<file path="src/sv/msb_first_bit_packer_unit_macros.svh">
// Assertion macros used by the packer's back module.
`ifndef MSB_FIRST_BIT_PACKER_UNIT_MACROS_SVH
`define MSB_FIRST_BIT_PACKER_UNIT_MACROS_SVH

`ifndef NO_ASSERTIONS

// Property must hold at every edge outside reset
`define MFBP_ASSERT(lbl, clk, rstn, prop, msg) \
	lbl: assert property (@(posedge clk) disable iff (!rstn) (prop)) else $error(msg);

// Condition must never be seen outside reset
`define MFBP_NEVER(lbl, clk, rstn, cond, msg) \
	lbl: assert property (@(posedge clk) disable iff (!rstn) !(cond)) else $error(msg);

`else

`define MFBP_ASSERT(lbl, clk, rstn, prop, msg)
`define MFBP_NEVER(lbl, clk, rstn, cond, msg)

`endif

`endif

</file>
<file path="src/sv/mfbp_pkg.sv">
`timescale 1ns / 1ps
package mfbp_pkg;

	localparam int BYTE_BITS  = 8;
	localparam int WORD_BITS  = 32;
	localparam int OP_W       = 2;
	localparam int WIDTH_W    = 6;
	localparam int RUN_W      = 8;
	localparam int IN_TDATA_W = 48;

	// Command queue between front and back
	localparam int Q_DEPTH = 2;
	localparam int Q_PTR_W = 1;
	localparam int Q_CNT_W = 2;

	typedef enum logic [1:0] {
		OP_WRITE = 2'd0,
		OP_UNARY = 2'd1,
		OP_FLUSH = 2'd2,
		OP_NONE  = 2'd3
	} op_t;

	typedef enum logic [1:0] {
		CMD_BITS  = 2'd0,
		CMD_ONES  = 2'd1,
		CMD_FLUSH = 2'd2
	} cmd_kind_t;

	// One classified item: bits are left aligned, count is bits still to place
	typedef struct packed {
		cmd_kind_t              kind;
		logic [WORD_BITS-1:0]   bits;
		logic [RUN_W-1:0]       count;
	} cmd_t;

	// Queue handshake seen from the back part
	typedef struct packed {
		logic valid;
		logic full;
	} q_status_t;

endpackage

</file>
<file path="src/sv/mfbp_front.sv">
`timescale 1ns / 1ps
module mfbp_front
	import mfbp_pkg::*;
(
	input  logic                  s_tvalid,
	output logic                  s_tready,
	input  logic [IN_TDATA_W-1:0] s_tdata,
	input  logic                  q_full,
	output logic                  push,
	output cmd_t                  push_cmd
);

	op_t               op;
	logic [31:0]       value;
	logic [WIDTH_W-1:0] width;
	logic [WIDTH_W-1:0] width_sat;
	logic [RUN_W-1:0]  run;
	logic              keep;

	// Unpack the beat
	assign op    = op_t'(s_tdata[1:0]);
	assign value = s_tdata[33:2];
	assign width = s_tdata[39:34];
	assign run   = s_tdata[47:40];

	// Clamp widths above a word
	assign width_sat = (width > WIDTH_W'(WORD_BITS)) ? WIDTH_W'(WORD_BITS) : width;

	// Classify; items with no effect are taken and dropped here
	always_comb begin
		keep     = 1'b0;
		push_cmd = '{kind: CMD_FLUSH, bits: '0, count: '0};
		unique case (op)
			OP_WRITE: begin
				keep           = (width_sat != '0);
				push_cmd.kind  = CMD_BITS;
				push_cmd.bits  = value << (WIDTH_W'(WORD_BITS) - width_sat);
				push_cmd.count = RUN_W'(width_sat);
			end
			OP_UNARY: begin
				keep           = (run != '0);
				push_cmd.kind  = CMD_ONES;
				push_cmd.bits  = '1;
				push_cmd.count = run;
			end
			OP_FLUSH: begin
				keep          = 1'b1;
				push_cmd.kind = CMD_FLUSH;
			end
			default: begin
				keep = 1'b0;
			end
		endcase
	end

	assign s_tready = !q_full;
	assign push     = s_tvalid && !q_full && keep;

endmodule

</file>
<file path="src/sv/mfbp_queue.sv">
`timescale 1ns / 1ps
module mfbp_queue
	import mfbp_pkg::*;
(
	input  logic      clk,
	input  logic      arst_n,
	input  logic      push,
	input  cmd_t      push_cmd,
	input  logic      pop,
	output cmd_t      pop_cmd,
	output q_status_t status
);

	cmd_t               mem_q [Q_DEPTH];
	logic [Q_PTR_W-1:0] wr_ptr_q;
	logic [Q_PTR_W-1:0] rd_ptr_q;
	logic [Q_CNT_W-1:0] cnt_q;

	assign status.valid = (cnt_q != '0);
	assign status.full  = (cnt_q == Q_CNT_W'(Q_DEPTH));
	assign pop_cmd      = mem_q[rd_ptr_q];

	// Store entries
	always_ff @(posedge clk) begin
		if (push) begin
			mem_q[wr_ptr_q] <= push_cmd;
		end
	end

	// Advance pointers and fill count
	always_ff @(posedge clk or negedge arst_n) begin
		if (!arst_n) begin
			wr_ptr_q <= '0;
			rd_ptr_q <= '0;
			cnt_q    <= '0;
		end else begin
			if (push) begin
				wr_ptr_q <= wr_ptr_q + 1'b1;
			end
			if (pop) begin
				rd_ptr_q <= rd_ptr_q + 1'b1;
			end
			if (push && !pop) begin
				cnt_q <= cnt_q + 1'b1;
			end else if (pop && !push) begin
				cnt_q <= cnt_q - 1'b1;
			end
		end
	end

endmodule

</file>
<file path="src/sv/mfbp_back.sv">
`timescale 1ns / 1ps
`include "msb_first_bit_packer_unit_macros.svh"
module mfbp_back
	import mfbp_pkg::*;
(
	input  logic                 clk,
	input  logic                 arst_n,
	input  q_status_t            q_status,
	input  cmd_t                 q_cmd,
	output logic                 pop,
	output logic                 m_tvalid,
	input  logic                 m_tready,
	output logic [BYTE_BITS-1:0] m_tdata,
	output logic                 m_tlast
);

	logic [BYTE_BITS-1:0] partial_q;
	logic [2:0]           cnt_q;
	logic                 act_q;
	cmd_kind_t            kind_q;
	logic [WORD_BITS-1:0] bits_q;
	logic [RUN_W-1:0]     rem_q;

	logic                 out_free;
	logic                 step;
	logic                 emit;
	logic [3:0]           space;
	logic [3:0]           take;
	logic [BYTE_BITS-1:0] src8;
	logic [BYTE_BITS-1:0] top_mask;
	logic [BYTE_BITS-1:0] mask;
	logic [BYTE_BITS-1:0] merged;
	logic [3:0]           new_cnt;
	logic [RUN_W-1:0]     rem_n;

	assign out_free = !m_tvalid || m_tready;
	assign pop      = q_status.valid && !act_q;
	assign step     = act_q && out_free;

	// Place up to one byte's worth of bits per cycle while the output register is free
	assign space    = 4'd8 - {1'b0, cnt_q};
	assign take     = (rem_q < RUN_W'(space)) ? rem_q[3:0] : space;
	assign src8     = (kind_q == CMD_ONES) ? 8'hFF : bits_q[WORD_BITS-1 -: BYTE_BITS];
	assign top_mask = ~(8'hFF >> take);
	assign mask     = top_mask >> cnt_q;
	assign merged   = partial_q | ((src8 >> cnt_q) & mask);
	assign new_cnt  = {1'b0, cnt_q} + take;
	assign rem_n    = rem_q - RUN_W'(take);

	// A beat leaves on a padded flush or on a completed byte
	assign emit     = step && ((kind_q == CMD_FLUSH) ? (cnt_q != '0) : new_cnt[3]);

	// Load commands, pack bits and drive the output register
	always_ff @(posedge clk or negedge arst_n) begin
		if (!arst_n) begin
			partial_q <= '0;
			cnt_q     <= '0;
			act_q     <= 1'b0;
			kind_q    <= CMD_FLUSH;
			bits_q    <= '0;
			rem_q     <= '0;
			m_tvalid  <= 1'b0;
			m_tdata   <= '0;
			m_tlast   <= 1'b0;
		end else begin
			// Raise valid on a new byte, drop it once taken
			if (emit) begin
				m_tvalid <= 1'b1;
			end else if (m_tready) begin
				m_tvalid <= 1'b0;
			end
			if (pop) begin
				act_q  <= 1'b1;
				kind_q <= q_cmd.kind;
				bits_q <= q_cmd.bits;
				rem_q  <= q_cmd.count;
			end else if (step) begin
				if (kind_q == CMD_FLUSH) begin
					// Pad and emit only a partly filled byte
					if (cnt_q != '0) begin
						m_tdata   <= partial_q;
						m_tlast   <= 1'b1;
						partial_q <= '0;
						cnt_q     <= '0;
					end
					act_q <= 1'b0;
				end else begin
					bits_q <= bits_q << take;
					rem_q  <= rem_n;
					cnt_q  <= new_cnt[2:0];
					if (new_cnt[3]) begin
						// Byte complete; last when too few bits remain for another
						m_tdata   <= merged;
						m_tlast   <= (rem_n < RUN_W'(BYTE_BITS));
						partial_q <= '0;
					end else begin
						partial_q <= merged;
					end
					if (rem_n == '0) begin
						act_q <= 1'b0;
					end
				end
			end
		end
	end

	`MFBP_ASSERT(a_active_has_work, clk, arst_n, (act_q && kind_q != CMD_FLUSH) |-> (rem_q != '0), "bit command active with nothing left")
	`MFBP_ASSERT(a_flush_one_step, clk, arst_n, (act_q && kind_q == CMD_FLUSH && out_free) |=> !act_q, "flush took more than one step")
	`MFBP_ASSERT(a_pop_loads, clk, arst_n, pop |=> act_q, "popped command not loaded")
	`MFBP_NEVER(a_no_overwrite, clk, arst_n, step && !out_free, "stepped while the output byte was held")

endmodule

</file>
<file path="src/sv/msb_first_bit_packer_unit.sv">
`timescale 1ns / 1ps
// MSB-first bit packer.
// Input channel s_*: one beat is one operation (write value bits, write a run
// of ones, flush). Output channel m_*: one packed byte per beat, first written
// bit in bit 7, tlast on the final byte an operation produces. Operations that
// produce nothing (zero width, empty run, aligned flush, unused code) give no
// beat. The front decodes beats into a two-entry command queue; the back takes
// one command at a time, loads it into its command registers and then places up
// to eight bits a cycle while the output register is free. The back's bit placing
// unit sets the throughput, at most one output byte per cycle. An accepted beat
// waits in the queue while earlier commands are still being packed; the back
// loads it once idle, and its bytes then leave through the output register.
// The input is held off only while the command queue is full; a stalled
// receiver holds the output register and, behind it, the back and the queue.
// Reset (arst_n low) clears the partial byte, its bit count, the queue and
// the output valid.
module msb_first_bit_packer_unit
	import mfbp_pkg::*;
(
	input  logic                  clk,
	input  logic                  arst_n,
	input  logic                  s_tvalid,
	output logic                  s_tready,
	// [1:0] operation, [33:2] value, [39:34] width, [47:40] run_length
	input  logic [IN_TDATA_W-1:0] s_tdata,
	output logic                  m_tvalid,
	input  logic                  m_tready,
	// [7:0] out_byte
	output logic [BYTE_BITS-1:0]  m_tdata,
	output logic                  m_tlast
);

	logic      push;
	cmd_t      push_cmd;
	logic      pop;
	cmd_t      pop_cmd;
	q_status_t q_status;

	mfbp_front u_front (
		.s_tvalid (s_tvalid),
		.s_tready (s_tready),
		.s_tdata  (s_tdata),
		.q_full   (q_status.full),
		.push     (push),
		.push_cmd (push_cmd)
	);

	mfbp_queue u_queue (
		.clk      (clk),
		.arst_n   (arst_n),
		.push     (push),
		.push_cmd (push_cmd),
		.pop      (pop),
		.pop_cmd  (pop_cmd),
		.status   (q_status)
	);

	mfbp_back u_back (
		.clk      (clk),
		.arst_n   (arst_n),
		.q_status (q_status),
		.q_cmd    (pop_cmd),
		.pop      (pop),
		.m_tvalid (m_tvalid),
		.m_tready (m_tready),
		.m_tdata  (m_tdata),
		.m_tlast  (m_tlast)
	);

endmodule
</file>
<file path="config.mk">
export PLATFORM = sky130hd
export DESIGN_NAME = msb_first_bit_packer_unit
export DESIGN_NICKNAME = d
export VERILOG_FILES = /design/src/sv/mfbp_pkg.sv /design/src/sv/mfbp_front.sv /design/src/sv/mfbp_queue.sv /design/src/sv/mfbp_back.sv /design/src/sv/msb_first_bit_packer_unit.sv
export VERILOG_INCLUDE_DIRS = /design/src /design/src/sv
export SDC_FILE = /design/constraint.sdc
export NUM_CORES = 1
export LEC_CHECK = 0
export ABC_AREA = 1
export BUFFER_PORTS_ARGS = -buffer_cell sky130_fd_sc_hd__buf_4
export CAP_MARGIN = 20
export CORE_ASPECT_RATIO = 0.8
export CORE_UTILIZATION = 33
export CTS_CLUSTER_SIZE = 30
export DETAILED_ROUTE_END_ITERATION = 8
export PLACE_DENSITY_LB_ADDON = 0.12
export SLEW_MARGIN = 40
export SYNTH_ARGS = -nofsm -noshare
export SYNTH_HDL_FRONTEND = slang
export SYNTH_HIERARCHICAL = 1
export SYNTH_SLANG_ARGS = --single-unit
</file>
<file path="constraint.sdc">
create_clock -name clk -period 4.2 [get_ports clk]
set_input_delay 1.05 -clock clk [delete_from_list [all_inputs] [get_ports clk]]
set_output_delay 1.05 -clock clk [all_outputs]
set_load 0.02 [all_outputs]
</file>
* Word level (Yosys, flattened, before mapping)
Memory sizes are Yosys's and may differ from the RTL's. Cells that the tools add are included. W data, S select, Z words.
Operators by class: add/sub/neg operators 8, $mul 0, divide/modulo/power cells 0, order comparisons 3, equality and inequality tests 7, shifts and indexed selects 5, multiplexer cells 34, bitwise operators 4, reduce and logical (&&, ||, !) cells 28
Operators with widths (count):
- $mux W32 | 3
- $mux W8 | 10
- $pmux W40 S2 | 1
- $shl A32 B4 Y32 | 1
- $shl A32 B6 Y32 | 1
- $shr A8 B3 Y8 | 2
- $mux W1 | 12
- $reduce_bool A2 Y1 | 5
- $and A8 B8 Y8 | 1
- $logic_not A8 Y1 | 1
- $lt A8 B4 Y1 | 1
- $lt A8 B4 Y1 const B | 1
- $not A8 Y8 | 1
- $or A8 B8 Y8 | 1
- $reduce_bool A8 Y1 | 1
- $shr A8 B4 Y8 const A | 1
- $sub A8 B4 Y8 | 1
- $logic_and A1 B1 Y1 | 7
- $eq A2 B2 Y1 const B | 3
- $gt A6 B6 Y1 const B | 1
- $mux W3 | 2
- $mux W6 | 1
- $reduce_bool A3 Y1 | 2
- $reduce_bool A6 Y1 | 1
- other kinds (19) | 28
Storage, ports and cells: bits in registers 68, latch bits 0, memory bits (writable) 84, memory bits (read-only) 0, bits of input ports 52, word-level logic and storage cells 102, memories 1
Memory list:
- u_queue.mem_q | words 2, bits a word 42, read ports 1, clocked after Yosys merged registers in 0, write ports 1, RTL line mfbp_queue.sv:14 | cmd_t mem_q [Q_DEPTH];

* Logic depth before layout (Yosys ltp)
depth after elaboration 10, gate-level depth with buffers 30, mapped depth without buffers 26

* Cells and area by module
The synthesis kept the hierarchy.
By module, submodules not included:
- mfbp_back | times used 1, cells an instance 809, area each 5167.5 um^2
- mfbp_queue | times used 1, cells an instance 156, area each 3439.5 um^2
- mfbp_front | times used 1, cells an instance 490, area each 2284.7 um^2

* Worst setup path after synthesis
No wires, ideal clock.
path type in2reg, start input port s_tdata[36], end memory u_queue/mem_q[0][0] in the netlist's numbering, enable pin, arrival time 4.320 ns, data required time 3.759 ns, path slack -0.562 ns, stages on the path 12, buffers on the path 2, cells stage by stage nor2_1 -> nand3_2 -> nand2_4 -> nand2_2 -> buf_6 -> buf_4 -> ha_1 -> nand3_2 -> nor4_1 -> a211oi_1 -> inv_1 -> nor2_1
On the way: word-level cells in the longest chain between the ends 7
Ends and longest elaborated chain:
- from (decl) | RTL line msb_first_bit_packer_unit.sv:25 | input logic [IN_TDATA_W-1:0] s_tdata,
- $gt A6 B6 Y1 | RTL line mfbp_front.sv:27 | assign width_sat = (width > WIDTH_W'(WORD_BITS)) ? WIDTH_W'(WORD_BITS) : width;
- $mux W6 * | RTL line mfbp_front.sv:27
- $reduce_bool A6 Y1 * | RTL line mfbp_front.sv:35 | keep = (width_sat != '0);
- $pmux W1 S3 * | RTL line mfbp_front.sv:33 | unique case (op)
- $logic_and A1 B1 Y1 * | RTL line mfbp_front.sv:57 | assign push = s_tvalid && !q_full && keep;
- net push | RTL line msb_first_bit_packer_unit.sv:33 | logic push;
- $mux W1 * | RTL line mfbp_queue.sv:25 | if (push) begin
- $mux W1 (not written as such) * | RTL line mfbp_queue.sv:26 | mem_q[wr_ptr_q] <= push_cmd;
- to (decl) | RTL line mfbp_queue.sv:14
The timed path passes the listed nets; every way through them passes the cells marked *.

* Worst setup path after layout
start register u_back.cnt_q[2], end register u_back.m_tlast
On the way: word-level cells in the longest chain between the ends 7, elaborated cells on any way between the ends 12, those cells by class 3 x add/sub; 2 x order compare; 1 x eq/ne; 3 x mux; 3 x reduce/logical
Ends and longest elaborated chain:
- from (decl) | RTL line mfbp_back.sv:18 | logic [2:0] cnt_q;
- from (signal assigned) | RTL line mfbp_back.sv:90 | cnt_q <= new_cnt[2:0];
- $sub A4 B3 Y4 | RTL line mfbp_back.sv:41 | assign space = 4'd8 - {1'b0, cnt_q};
- $lt A8 B4 Y1 | RTL line mfbp_back.sv:42 | assign take = (rem_q < RUN_W'(space)) ? rem_q[3:0] : space;
- $mux W4 | RTL line mfbp_back.sv:42
- $sub A8 B4 Y8 | RTL line mfbp_back.sv:48 | assign rem_n = rem_q - RUN_W'(take);
- $lt A8 B4 Y1 | RTL line mfbp_back.sv:94 | m_tlast <= (rem_n < RUN_W'(BYTE_BITS));
- $mux W1 | RTL line mfbp_back.sv:91 | if (new_cnt[3]) begin
- $mux W1 | RTL line mfbp_back.sv:78 | if (kind_q == CMD_FLUSH) begin
- to (signal assigned) | RTL line mfbp_back.sv:94
- to (decl) | RTL line mfbp_back.sv:14 | output logic m_tlast
Parallel ways exist; a longest one is shown, timed or not. The select of a mux whose other input is x is not followed. A chain may end at the register's enable or synchronous reset.

==> impl_metrics.yaml <==
pwr:
  p_leak_nw: 5.69
  powerDensity_nw_per_um2: 928
  vdd.ir_drop.worst_v: 0.000545
  finalPower_w: 0.0114
sta:
  rsz0062_at_grt: "no"
  tightest_slew_ns: 0.786
  fin_crit_ns: 3.79
  hold_viol: 0
  report.final.slew_viol_count: 0
  finalClockSkew_ns: 0.00823
  fin_crit_sh_pct: 90.1
  fmax_mhz: 264
  finalSetupViolCount: 0
  relSlewSlack_pct: 47.6
  final.setup.tns_ns: 0
final_layout:
  num-fill-cells: 3476
  layout-drive-gt1-share_pct: 14.6
  nets: 1548
  area.growth.synth_to_final_pct: 12.5
  diodes: 0
floorplan:
  core_um2: 32500
  die-width_um: 205
  core.rowCount: 59
  start_util_pct: 33.5
  die_h_um: 164
  io_pins: 63
  dieArea_um2: 33700
clocking:
  cts_buffer_depth: 2
  clk-insertion-delay-late_ns: 0.44
  clk_pin_slew_ns: 0.06
  cts_made_buffers: 17
  htreeDepth: 4
  cts_hold_buf: 0
  cts_sinks: 152
  clk_root_buffer_cell: "clkbuf_16"
  cts_tree: "built"
detailed_routing:
  wl_met2_mm: 13.5
  drtAntennaViolNets: 0
  via_per_inst: 5.13
  first_pass_iters: 6
  drt_iter0_drc: 834
  dr_wl_met3_mm: 1.27
  vias: 9882
  wl_met1_mm: 15.9
  wire_per_inst_um: 16.1
  drc_errors: 0
  top_layer: "met4"
  routed_wirelength_mm: 31.1
setup_path:
  required_ns: 4.52
  crit_path_start: "u_back/cnt_q[2]"
  cp_max_fo: 16
  worstSetupStartpointType: "flop"
  cpMaxStageDelayCell: "dfrtp_1"
  crit_chain: "nor2_4 > inv_1 > nor2_1 > inv_1 > ha_1 > inv_1 > nor2_1 > nor2_2 > nand2_4 > nand2_1 > o21ai_2 > ha_1 > a21oi_1 > nor2_1 > nor2_1 > xor2_1 > nand2_1 > nand2_2 > inv_2 > nand2_1 > a31oi_1 > nor2_1"
  critPathMaxStageDelay_ns: 0.53
  critPathMostFrequentCell: "nor2_1"
  critPathArrivalTime_ns: 4.11
  critPathKind: "flop to flop"
  r2r_start: "u_back/cnt_q[2]"
  cp-end-kind: "flop"
synth:
  syn_area_um2: 10900
  synth_mux_area_share_pct: 5.87
  synth_top_family_by_area: "simple AND/OR/NAND/NOR gates"
  yosys_warnings: 6
  synth_xor_area_share_pct: 0.551
  syn-instance-count: 1455
  yosysTopAreaCell: "edfxtp_1"
  synth-simple-area-share_pct: 32.8
  ys_seq_area_share_pct: 38.8
  syn-num-nets: 1518
  ys_types: 51
  synth.area.top_cells: "edfxtp_1 23%, dfrtp_1 15%, nand3_1 13%"
  synth_seq_cells: 152
  synth-adder-area-share_pct: 1.33
  synth_compound_area_share_pct: 10.7
  syn_avg_cell_area_um2: 7.49
  yosys.area.top_type_share_pct: 23.2
place:
  place_congestion: 0.883
  place_hpwl_mm: 23.3
  io_buffer_count: 62
grt:
  grt_max_degree: 69
  antenna_found_initial: 0
  first_global_vias: 9545
  grt.overflow.total: 0
  grt_pass1_wl_mm: 51.0
  grt_use_total_pct: 19.3
hold_path:
  hold_start: "u_queue/cnt_q[1]"
  hold_class: "flop to flop"
status:
  status: "completed"
job:
  cap_violations: 0
## sequential cells by signal, summed over array words and instances (netlist names)
name              flops
u_back/m_tlast        1
u_back/bits_q        32
u_back/m_tvalid       1
u_back/partial_q      8
u_queue/rd_ptr_q      1
u_queue/mem_q        84
u_back/cnt_q          3
u_queue/wr_ptr_q      1
u_queue/cnt_q         2
u_back/rem_q          8
u_back/kind_q         2
u_back/act_q          1
u_back/m_tdata        8
## layout by cell type (no fill, tap or decap), types with 39 or more instances in the layout
cell type  synthesis  final
mux2_4            39     39
o21ai_0           60     60
dfrtp_1           67     66
nand3_1          277    277
inv_1            147    145
nor2_1            97     95
buf_4             14     88
edfxtp_1          84     84
a21oi_1           47     47
nand2_1          363    363
## synth_stat cells, drive strengths merged
cell type and number:
nand4 12, mux2i 2, o22ai 8, o21a 3, and3 1, clkbuf 27, nand3 281, nand3b 4
o21ai 96, nor3 6, edfxtp 84, o211ai 22, xor2 4, nand2 372, fa 1, o31ai 3
mux2 42, o221ai 3, buf 53, o311ai 1, dfrtp 67, xnor2 2, a22oi 6, a31oi 11
or2 21, a21oi 48, inv 158, a211oi 1, ha 10, a21o 1, nor4 1, dfstp 1
nor2 103
## worst paths after layout
check	to	slack, ns	depth (start not counted)
worst max-delay path	u_back/m_tlast	0.41	22
worst min-delay path	u_queue/cnt_q[1]	0.48	2
worst max register to register	u_back/m_tlast	0.41	22
worst min register to register	u_queue/cnt_q[1]	0.48	2
max in group asynchronous	u_queue/rd_ptr_q	3.07	1
min in group asynchronous	u_queue/cnt_q[0]	0.63	1
## cell type report
cell class	count	area [um^2]	area share, %
Multi-Input combinational cell	1065	5610	45.8
Sequential cell	152	4230	34.5
Timing Repair Buffer	91	712	5.81
Inverter	158	597	4.87
Tap cell	427	534	4.36
Clock buffer	22	454	3.71
Clock inverter	10	119	0.970
## critical path: cells and delay by family, from the launching register on
kind / cells / cell delay [ns]
AND/OR/NAND/NOR: 12 / 1.59
adder cells (fa/ha/maj): 2 / 0.55
flip-flops: 1 / 0.53
buffers and inverters: 4 / 0.53
AO/OA/AOI/OAI: 3 / 0.39
XOR/XNOR: 1 / 0.08
## where the power goes
part | leakage (nW) | internal (W) | switching, W | total [W]
Combinational | 3.81 | 0.00254 | 0.00481 | 0.00735
Sequential | 1.60 | 0.00215 | 0.000344 | 0.00249
Clock | 0.273 | 0.000894 | 0.000635 | 0.00153
## repair_timing
action	CTS	global route
resized for setup	0	1
buffers inserted	0	1
endpoints found under the setup margin	0	1
## per-layer routing
| metal | track usage (%) | vias to the layer above |
|---|---|---|
| met3 | 3.10 | 26 |
| met2 | 29.7 | 198 |
| met1 | 28.4 | 4698 |
| met5 | 0 | - |
| met4 | 4.18 | 0 |
| li1 | - | 4960 |
## cells by family after synthesis
kind of cell	count (synthesis)
adders and majority gates	11
muxes	44
and+or+nand+nor	801
xor gates and xnor gates	6
buffers and inverters	238
DFF	152
AOI/OAI and AO/OA	203
## stage by stage
stage | std cells | worst slack (ns) | utilization [%] | hold WS (ns) | instance area (um^2)
global route | 1925 | 0.0489 | 37.7 | 0.500 | 12300
CTS | 1924 | 0.452 | 37.7 | 0.477 | 12200
global placement | 1892 | 0.493 | 35.9 | 0.462 | 11700
floorplan | 1455 | 0.118 | - | 0.442 | 10900
finish | 1925 | 0.414 | 37.7 | 0.476 | 12300
detailed placement | 1892 | 0.457 | 35.9 | 0.464 | 11700
Note: power is estimated with default switching activity, not from simulation.
